$ cat src/hw/rtl/mexp_pkg.sv
// shared constants and types for the modular exponentiation core
`timescale 1ns / 1ps

package mexp_pkg;

  localparam int BASE_W = 30;
  localparam int EXP_W = 63;
  localparam int EXP_BITS_DEFAULT = 63;
  localparam int IN_FIELDS_W = BASE_W + EXP_W;
  localparam int IN_W = ((IN_FIELDS_W + 7) / 8) * 8;
  localparam int OUT_W = ((BASE_W + 7) / 8) * 8;

  localparam int SUM_W = BASE_W + 2;
  localparam int MUL_STEPS = BASE_W;
  localparam int CNT_W = $clog2(MUL_STEPS);

  localparam logic [BASE_W-1:0] MODULUS = BASE_W'(1000000007);
  localparam logic [SUM_W-1:0] MOD_X1 = SUM_W'(1000000007);
  localparam logic [SUM_W-1:0] MOD_X2 = SUM_W'(2000000014);

  typedef enum logic [1:0] {
    ST_IDLE,
    ST_CHECK,
    ST_WAIT,
    ST_FINISH
  } state_t;

endpackage

$ cat src/hw/rtl/mexp_modmul.sv
// bit-serial interleaved modular multiplier, one multiplier bit per cycle
`timescale 1ns / 1ps

module mexp_modmul (
  input  logic                         clk,
  input  logic                         rst_n,
  input  logic                         start,
  input  logic [mexp_pkg::BASE_W-1:0]  x_in,
  input  logic [mexp_pkg::BASE_W-1:0]  y_in,
  output logic                         done,
  output logic [mexp_pkg::BASE_W-1:0]  prod
);

  logic                         busy_r, busy_nxt;
  logic                         done_r, done_nxt;
  logic [mexp_pkg::CNT_W-1:0]   cnt_r, cnt_nxt;
  logic [mexp_pkg::BASE_W-1:0]  x_r, x_nxt;
  logic [mexp_pkg::BASE_W-1:0]  y_r, y_nxt;
  logic [mexp_pkg::BASE_W-1:0]  acc_r, acc_nxt;
  logic [mexp_pkg::SUM_W-1:0]   sum;
  logic [mexp_pkg::SUM_W-1:0]   sum_m1;
  logic [mexp_pkg::SUM_W-1:0]   sum_m2;
  logic [mexp_pkg::SUM_W-1:0]   red;

  // acc stays below the modulus, so 2*acc + x stays below three times it
  always_comb begin
    sum = {1'b0, acc_r, 1'b0}
          + (y_r[mexp_pkg::BASE_W-1] ? {2'b00, x_r} : '0);
    sum_m1 = sum - mexp_pkg::MOD_X1;
    sum_m2 = sum - mexp_pkg::MOD_X2;
    if (sum >= mexp_pkg::MOD_X2) begin
      red = sum_m2;
    end else if (sum >= mexp_pkg::MOD_X1) begin
      red = sum_m1;
    end else begin
      red = sum;
    end
  end

  always_comb begin
    busy_nxt = busy_r;
    done_nxt = 1'b0;
    cnt_nxt  = cnt_r;
    x_nxt    = x_r;
    y_nxt    = y_r;
    acc_nxt  = acc_r;
    if (start) begin
      busy_nxt = 1'b1;
      cnt_nxt  = mexp_pkg::CNT_W'(mexp_pkg::MUL_STEPS - 1);
      x_nxt    = x_in;
      y_nxt    = y_in;
      acc_nxt  = '0;
    end else if (busy_r) begin
      acc_nxt = red[mexp_pkg::BASE_W-1:0];
      y_nxt   = {y_r[mexp_pkg::BASE_W-2:0], 1'b0};
      cnt_nxt = cnt_r - 1'b1;
      if (cnt_r == '0) begin
        busy_nxt = 1'b0;
        done_nxt = 1'b1;
      end
    end
  end

  always_ff @(posedge clk) begin
    if (!rst_n) begin
      busy_r <= 1'b0;
      done_r <= 1'b0;
      cnt_r  <= '0;
    end else begin
      busy_r <= busy_nxt;
      done_r <= done_nxt;
      cnt_r  <= cnt_nxt;
    end
  end

  always_ff @(posedge clk) begin
    x_r   <= x_nxt;
    y_r   <= y_nxt;
    acc_r <= acc_nxt;
  end

  assign done = done_r;
  assign prod = acc_r;

endmodule

$ cat src/hw/rtl/modular_exponentiation_core.sv
// top level: right-to-left square-and-multiply modulo 1000000007
//
//   port group | dir | word contents
//   in_        | in  | base_value [29:0], exponent_value [92:30]
//   out_       | out | power_result [29:0]
//
// one word at a time; each exponent bit takes one pass of the
// bit-serial modular multipliers (square and multiply run side by side)
// per word: ST_CHECK and ST_WAIT repeat once per exponent bit, then ST_FINISH
// the scan stops as soon as the remaining exponent bits are all zero
// a new word is taken while a finished result waits in the output register
// synchronous active-low reset clears control state only
`timescale 1ns / 1ps

module modular_exponentiation_core #(
  parameter int EXP_BITS = mexp_pkg::EXP_BITS_DEFAULT
) (
  input  logic                       clk,
  input  logic                       rst_n,
  input  logic                       in_tvalid,
  output logic                       in_tready,
  input  logic [mexp_pkg::IN_W-1:0]  in_tdata,   // base_value, exponent_value, zero pad
  output logic                       out_tvalid,
  input  logic                       out_tready,
  output logic [mexp_pkg::OUT_W-1:0] out_tdata   // power_result, zero pad
);

  localparam int BW = mexp_pkg::BASE_W;

  mexp_pkg::state_t state_r, state_nxt;
  logic [BW-1:0]        power_r, power_nxt;
  logic [BW-1:0]        acc_r, acc_nxt;
  logic [EXP_BITS-1:0]  exp_r, exp_nxt;
  logic                 out_valid_r, out_valid_nxt;
  logic [BW-1:0]        out_data_r, out_data_nxt;
  logic [BW-1:0]        base_in;
  logic [BW-1:0]        base_red;
  logic                 mul_start;
  logic                 sq_done, ml_done;
  logic [BW-1:0]        sq_prod, ml_prod;

  assign base_in  = in_tdata[BW-1:0];
  assign base_red = (base_in >= mexp_pkg::MODULUS) ? (base_in - mexp_pkg::MODULUS) : base_in;

  assign in_tready = (state_r == mexp_pkg::ST_IDLE);

  mexp_modmul u_square (
    .clk   (clk),
    .rst_n (rst_n),
    .start (mul_start),
    .x_in  (power_r),
    .y_in  (power_r),
    .done  (sq_done),
    .prod  (sq_prod)
  );

  mexp_modmul u_mult (
    .clk   (clk),
    .rst_n (rst_n),
    .start (mul_start),
    .x_in  (acc_r),
    .y_in  (power_r),
    .done  (ml_done),
    .prod  (ml_prod)
  );

  always_comb begin
    state_nxt     = state_r;
    power_nxt     = power_r;
    acc_nxt       = acc_r;
    exp_nxt       = exp_r;
    out_valid_nxt = out_valid_r;
    out_data_nxt  = out_data_r;
    mul_start     = 1'b0;
    if (out_valid_r && out_tready) begin
      out_valid_nxt = 1'b0;
    end
    unique case (state_r)
      mexp_pkg::ST_IDLE: begin
        if (in_tvalid) begin
          power_nxt = base_red;
          acc_nxt   = BW'(1);
          exp_nxt   = in_tdata[BW +: EXP_BITS];
          state_nxt = mexp_pkg::ST_CHECK;
        end
      end
      mexp_pkg::ST_CHECK: begin
        if (exp_r == '0) begin
          state_nxt = mexp_pkg::ST_FINISH;
        end else begin
          mul_start = 1'b1;
          state_nxt = mexp_pkg::ST_WAIT;
        end
      end
      mexp_pkg::ST_WAIT: begin
        if (sq_done && ml_done) begin
          power_nxt = sq_prod;
          if (exp_r[0]) begin
            acc_nxt = ml_prod;
          end
          exp_nxt   = exp_r >> 1;
          state_nxt = mexp_pkg::ST_CHECK;
        end
      end
      mexp_pkg::ST_FINISH: begin
        if (!out_valid_r || out_tready) begin
          out_valid_nxt = 1'b1;
          out_data_nxt  = acc_r;
          state_nxt     = mexp_pkg::ST_IDLE;
        end
      end
      default: begin
        state_nxt = mexp_pkg::ST_IDLE;
      end
    endcase
  end

  always_ff @(posedge clk) begin
    if (!rst_n) begin
      state_r     <= mexp_pkg::ST_IDLE;
      out_valid_r <= 1'b0;
    end else begin
      state_r     <= state_nxt;
      out_valid_r <= out_valid_nxt;
    end
  end

  always_ff @(posedge clk) begin
    power_r    <= power_nxt;
    acc_r      <= acc_nxt;
    exp_r      <= exp_nxt;
    out_data_r <= out_data_nxt;
  end

  assign out_tvalid = out_valid_r;
  assign out_tdata  = {{(mexp_pkg::OUT_W - BW){1'b0}}, out_data_r};

endmodule

$ cat config.mk
export PLATFORM = sky130hd
export DESIGN_NAME = modular_exponentiation_core
export DESIGN_NICKNAME = d
export VERILOG_FILES = /design/src/hw/rtl/mexp_pkg.sv /design/src/hw/rtl/mexp_modmul.sv /design/src/hw/rtl/modular_exponentiation_core.sv
export SDC_FILE = /design/constraint.sdc
export NUM_CORES = 1
export LEC_CHECK = 0
export BUFFER_PORTS_ARGS = -buffer_cell sky130_fd_sc_hd__buf_2
export CAP_MARGIN = 5
export CORE_UTILIZATION = 60
export CTS_CLUSTER_DIAMETER = 150
export CTS_CLUSTER_SIZE = 16
export DETAILED_ROUTE_END_ITERATION = 6
export GPL_TIMING_DRIVEN = 0
export PLACE_DENSITY = 0.77
export SYNTH_ARGS = -nofsm -noshare
export SYNTH_HDL_FRONTEND = slang
export SYNTH_SLANG_ARGS = --single-unit
$ cat constraint.sdc
create_clock -name clk -period 11.88 [get_ports clk]
set_input_delay 3.564 -clock clk [delete_from_list [all_inputs] [get_ports clk]]
set_output_delay 3.564 -clock clk [all_outputs]
set_load 0.01 [all_outputs]
==> results.txt, run 1 <==
Die ar. = 36000 um^2
peak supply drop = 0.149 mV
# IOs = 134
Initial DRC Count = 1585
DR pass1 iterations = 7
status = finished clean
DRC Markers = 0
Fmax achieved = 145 MHz
TritonCTS clock tree = done
min Tclk post-route = 6.90 ns
proportion of synthesized chip area in sequential cells = 46.0%
CP Data Required Time = 12.18 ns
EDFF count, synth = 273
initial antenna violation count = 0
antenna cell count = 0
slowest stage cell, crit path = nor4_1
max-capacitance violation count = 0
WP data arrival = 7.20 ns
most common cell in the synthesized netlist = nand2_1
Setup CP Type = in -> reg
mean routed wirelength per cell = 20.8 um
post-synthesis async set-or-reset flop share = 0%
ratio of cells with drive above 1 in the final layout = 9.10%
GRT Total Usage = 33.9%
crit-path cells = buf_2, nor4_1, a31oi_1, o21ai_0, a21oi_1, o21a_1, o211ai_1, a21oi_1, nor2_1, nor2_1, clkbuf_1, nand4b_1, xor2_1, o21ai_0
worst hold path type = reg -> reg
routed via count = 18600
post-cts resize count = 0
Top delay family on crit path = compound AO/OA/AOI/OAI gates
clock latency on the worst-skew pair = 0.57 ns
Post-Synthesis Cells = 2312
antenna viol nets, final = 0
Yosys Warn Count = 0
relative slew slack = 14.8%
vias in the first global route = 17700
Final Util = 67.2%
met2 WL = 28700 um
first-pass GRT wire length = 95700 um
pwr/cell area = 186 nW/um^2
Max Slew Vio Count = 0
GP Congestion = 0.947
CP bufs+invs = 2
met3 WL post-DR = 4660 um
Layout Area Growth over Synthesis = 10.1%
fin nets = 2646
Crit path largest cell delay = 0.60 ns
I/O Buffers = 128
M1 WL = 24900 um
Die X = 190 um
DP HPWL = 46200 um
Main synth FF type = edfxtp_1
cts hold-fix bufs = 0
PnR worst setup slack = 4.98 ns
Yosys cell types = 92
worst slew pin tran = 1.27 ns
Final Setup Violations = 0
RSZ-0062 raised after global routing = false
CP startpoint kind = input port
initial core utilization = 61.1%
largest net degree at the start of global routing = 40
#FFs+latches synth = 350
Inserted Clock Buffers = 25
max layer used = met4
top cells by count, synth = nand2_1 (511), edfxtp_1 (273), o21ai_0 (124)
final clock skew = 0.0168 ns
clock buffer depth = 3
Yosys top cell area share = 38.8%
crit end category = register
worst slack at placement = 4.49 ns
die height = 190 um
area leader, netlist = edfxtp_1
Core Rows = 68
WHS = 0.449 ns
H-tree Lvls = 1
setup_tns = 0 ns
Setup Fix Bufs, Post-CTS = 0
clock slew at reported path FFs = 0.08 ns
WL final = 61300 um
synth top area cells = edfxtp_1 (39%), nand2_1 (9.1%), dfxtp_1 (7.3%)
Root Driver = clkbuf_16
overall power = 4320 uW
Final Hold Viols = 0
CORE AREA = 34600 um^2
clock sink count = 350
DR vias/cell = 6.32
mean post-synth cell area = 9.15 um^2
Tcrit/Tclk final = 58.1%
LEAKAGE = 0.00915 uW
CP max FO = 10
Synth Cell Area = 21200 um^2
GR Overflow Total = 0
==> final timing paths <==
check	to	cells past startpoint	slack, ns	startpoint
hold reg to reg	u_mult.x_r[15]	0	0.45	acc_r[15]
hold / removal	u_mult.x_r[15]	0	0.45	acc_r[15]
setup / recovery	power_r[8]	14	4.98	in_tdata[5]
setup reg to reg	u_mult.prod[2]	18	5.34	u_mult.y_r[29]
==> final cells by class <==
cell class / instances / area, um^2
fill: 2714 / 11300
sequential: 350 / 9740
clock buffer: 45 / 711
buffer: 117 / 502
clock inverter: 1 / 8.76
inverter: 43 / 161
multi-input combinational: 1803 / 10800
timing repair buffer: 135 / 803
tap: 455 / 569
==> per-layer routing <==
layer | vias up | track usage [%]
met5 | - | 0
met2 | 814 | 56.3
met3 | 146 | 4.98
li1 | 8774 | -
met1 | 8892 | 43.7
met4 | 0 | 16.0
==> sequential cells by signal, summed over array words and instances (netlist names) <==
| signal | count |
|---|---|
| u_mult.prod | 30 |
| u_mult.cnt_r | 5 |
| u_mult.done | 1 |
| u_square.prod | 30 |
| out_data_r | 30 |
| u_mult.y_r | 30 |
| power_r | 30 |
| u_square.y_r | 30 |
| u_square.cnt_r | 5 |
| exp_r | 63 |
| u_square.busy_r | 1 |
| out_tvalid | 1 |
| state_r | 2 |
| u_square.x_r | 30 |
| u_mult.busy_r | 1 |
| acc_r | 30 |
| u_square.done | 1 |
| u_mult.x_r | 30 |
==> placed cells by master (no fill, tap or decap), types with 31 or more instances in the layout <==
cell type  instances
buf_2            145
and2_1           110
mux2i_1           34
ha_1              69
edfxtp_1         273
and3_1            35
xnor2_1           60
nor4_1            35
nand2_1          511
a21oi_1          111
o21ai_0          124
clkbuf_1         104
nor2_1           122
nand3_1           62
a211oi_1          31
inv_1             43
nor3_1            63
xor2_1            36
dfxtp_1           77
==> worst reg2reg max path, stage by stage (launching register included) <==
cell	delay (ns)
edfxtp_1	0.43
clkbuf_1	0.62
clkbuf_1	0.39
and2_1	0.22
ha_1	0.24
clkbuf_1	0.24
a21oi_1	0.33
o21ai_0	0.14
a221oi_1	0.36
nand2_1	0.24
a211oi_1	0.33
o21bai_1	0.29
a21oi_1	0.22
o32ai_1	1.11
clkbuf_1	0.47
nor3b_1	0.13
xnor2_1	0.14
o21ai_0	0.37
o211a_1	0.21
==> cell families (layout without fill, tap and decap cells) <==
logic type	after synthesis	in the layout	share of synthesized area [%]
AND/OR/NAND/NOR	1062	1062	23.6
AO/OA/AOI/OAI	535	535	17.2
flip-flops	350	350	46.0
buffers and inverters	160	341	3.13
XOR/XNOR	96	96	3.98
adder cells (fa/ha/maj)	71	71	4.27
multiplexers	37	37	1.77
other	1	2	0.0177
==> per-stage QoR <==
step / cell area (um^2) / std cells
floorplan: 21200 / 2313
global placement: 22400 / 2896
detailed placement: 22500 / 2902
CTS: 23300 / 2948
global route: 23300 / 2949
finish: 23300 / 2949
==> power by group <==
| part | switching [uW] | total, uW | internal [uW] |
|---|---|---|---|
| clock network | 433 | 838 | 404 |
| logic | 1220 | 1860 | 640 |
| registers | 125 | 1630 | 1500 |
| total | 1780 | 4320 | 2550 |
No activity file was read; power rests on OpenSTA's default activity.
==> inputs of run 2 (changes only) <==
--- a/config.mk
+++ b/config.mk
@@ -7,12 +7,12 @@
 export LEC_CHECK = 0
 export BUFFER_PORTS_ARGS = -buffer_cell sky130_fd_sc_hd__buf_2
 export CAP_MARGIN = 5
-export CORE_UTILIZATION = 60
+export CORE_UTILIZATION = 56
 export CTS_CLUSTER_DIAMETER = 150
 export CTS_CLUSTER_SIZE = 16
 export DETAILED_ROUTE_END_ITERATION = 6
 export GPL_TIMING_DRIVEN = 0
-export PLACE_DENSITY = 0.77
+export PLACE_DENSITY = 0.75
 export SYNTH_ARGS = -nofsm -noshare
 export SYNTH_HDL_FRONTEND = slang
 export SYNTH_SLANG_ARGS = --single-unit
==> constraint.sdc (replaced) <==
create_clock -name clk -period 5.6 [get_ports clk]
set_input_delay 1.68 -clock clk [delete_from_list [all_inputs] [get_ports clk]]
set_output_delay 1.68 -clock clk [all_outputs]
set_load 0.01 [all_outputs]
==> run 2 against run 1 <==
Utilization down 2.7 points. Register-to-register slack worse by 5.1 ns. Count of clock-buffer cells in the layout unchanged. Non-clock buffer count up 11. Global-route usage down 1.8 points. Routed wire length up 1.1%. Worst setup slack worse by 4.7 ns. Via count down 1.0%. Clock skew about the same. Largest power group unchanged.
==> results.txt, run 2 (same netlist as run 1, synthesis figures left out) <==
antenna viol nets, final = 0
CP max FO = 10
crit end category = register
most frequent cells in the layout = nand2_1 (508), edfxtp_1 (273), buf_2 (146), nor2_1 (121), o21ai_0 (121)
routed via count = 18400
fin nets = 2657
clock sink count = 350
post-place instance area = 22600 um^2
Tcrit/Tclk final = 95.9%
Die X = 196 um
hold depth = 0
overall power = 9410 uW
relative slew slack = 28.3%
cts hold-fix bufs = 0
RSZ-0062 raised after global routing = true
initial antenna violation count = 1
Final Util = 64.5%
max-capacitance violation count = 0
first-pass GRT wire length = 97200 um
dpl cells = 2951
CP startpoint kind = register
commonest non-fill, non-tap cell in the layout = nand2_1
worst slew pin tran = 1.08 ns
I/O Buffers = 128
CP Data Required Time = 6.06 ns
R2R depth = 16
clock latency on the worst-skew pair = 0.57 ns
Max Slew Vio Count = 0
Core Rows = 70
initial core utilization = 57.4%
Top reg by flops = exp_r
Setup CP Type = reg -> reg
pwr/cell area = 396 nW/um^2
GR Overflow Total = 0
Final Hold Viols = 0
clock slew at reported path FFs = 0.08 ns
slowest stage cell, crit path = o221ai_1
ratio of cells with drive above 1 in the final layout = 11.2%
Layout Area Growth over Synthesis = 12.4%
vias in the first global route = 17400
min Tclk post-route = 5.37 ns
LEAKAGE = 0.00930 uW
Design Area, Final = 23800 um^2
DRC Markers = 0
die height = 196 um
Fmax achieved = 186 MHz
worst hold path type = reg -> reg
GP Congestion = 0.979
largest net degree at the start of global routing = 38
reg2reg setup slack = 0.23 ns
CORE AREA = 36900 um^2
Crit path largest cell delay = 0.67 ns
Top delay family on crit path = compound AO/OA/AOI/OAI gates
final clock skew = 0.0168 ns
# IOs = 134
mean routed wirelength per cell = 20.6 um
RR Endpoint = u_mult.prod[27]
Non-Filler Instances = 3010
crit-path cells = clkbuf_4, and2_1, ha_1, a21oi_1, o21ai_1, or2_1, o221ai_1, nand2_1, a311oi_2, a2111oi_4, o41ai_4, o21a_4, buf_4, nand3_1, and3_1, o31a_1
worst reg2reg path startpoint = u_mult.y_r[29]
status = finished clean
Inserted Clock Buffers = 25
DR vias/cell = 6.12
peak supply drop = 0.282 mV
max reg flops = 63
Worst Hold Launch = acc_r[11]
GRT Total Usage = 32.1%
setup_tns = 0 ns
clock buffer depth = 3
WP data arrival = 5.83 ns
TritonCTS clock tree = done
H-tree Lvls = 1
Root Driver = clkbuf_16
DR pass1 iterations = 5
Final Setup Violations = 0
hold path endpoint = u_mult.x_r[11]
Initial DRC Count = 1645
CP bufs+invs = 2
WL final = 61900 um
DP HPWL = 46900 um
Die ar. = 38600 um^2
[run 2: changes by cell type in the layout (fill, tap and decap cells not counted), moves of 4 or more]
cell,previous run,this run
a21oi_1,111,107
clkbuf_2,0,6
clkbuf_1,104,95
xnor2_2,0,5
buf_4,7,18
xnor2_1,60,53
[run 2: repair_timing]
item	CTS	global route
setup endpoints to repair	60	60
hold endpoints to repair	0	0
buffers inserted	0	11
resized for setup	19	51
pin swaps	0	5
[run 2: worst max path at each step]
| stage | from | endpoint | slack [ns] | cells past startpoint |
|---|---|---|---|---|
| floorplan | in_tvalid | acc_r[0] | -0.56 | 3 |
| global placement | in_tvalid | acc_r[2] | -3.07 | 4 |
| detailed placement | u_mult.y_r[29] | u_mult.prod[3] | -0.73 | 17 |
| CTS | u_mult.y_r[29] | u_mult.prod[3] | 0.02 | 17 |
| global route | u_square.y_r[29] | u_square.prod[22] | -0.02 | 20 |
| finish | u_mult.y_r[29] | u_mult.prod[27] | 0.23 | 16 |
[run 2: cell type report]
cell class / count / area (um^2)
clock inverters: 1 / 8.76
plain buffers: 117 / 518
inverters: 43 / 161
clock buffers: 45 / 711
repair buffers: 146 / 886
multi-input cells: 1803 / 11100
fillers: 3113 / 13100
well taps: 504 / 631
flip-flops and latches: 350 / 9740
diodes: 1 / 2.50
[run 2: where the power goes]
part | internal, uW | switching [uW]
combinational | 1490 | 2720
sequential | 3190 | 264
clock | 858 | 898
total | 5530 | 3880
[run 2: worst register-to-register path, delay by kind of cell (launching register included)]
kind | cells | cell delay, ns
compound gates | 8 | 2.91
fa+ha+maj | 1 | 0.36
buf+inv | 2 | 0.50
flops | 1 | 0.51
simple gates | 5 | 0.99
[run 2: metal layers]
| layer | wire length, um | GRT usage, % | up-vias |
|---|---|---|---|
| met3 | 4490 | 4.33 | 76 |
| met5 | 0 | 0 | - |
| met1 | 28000 | 46.6 | 8909 |
| met2 | 28000 | 51.1 | 681 |
| li1 | - | - | 8767 |
| met4 | 1360 | 7.41 | 0 |
[run 2: stage by stage]
stage                     hold WS (ns)  setup WS [ns]
after CTS                        0.441         0.0214
after detailed placement         0.431         -0.727
final                            0.446          0.230
after floorplan                  0.417         -0.557
after global placement           0.424          -3.07
after global routing             0.460        -0.0178
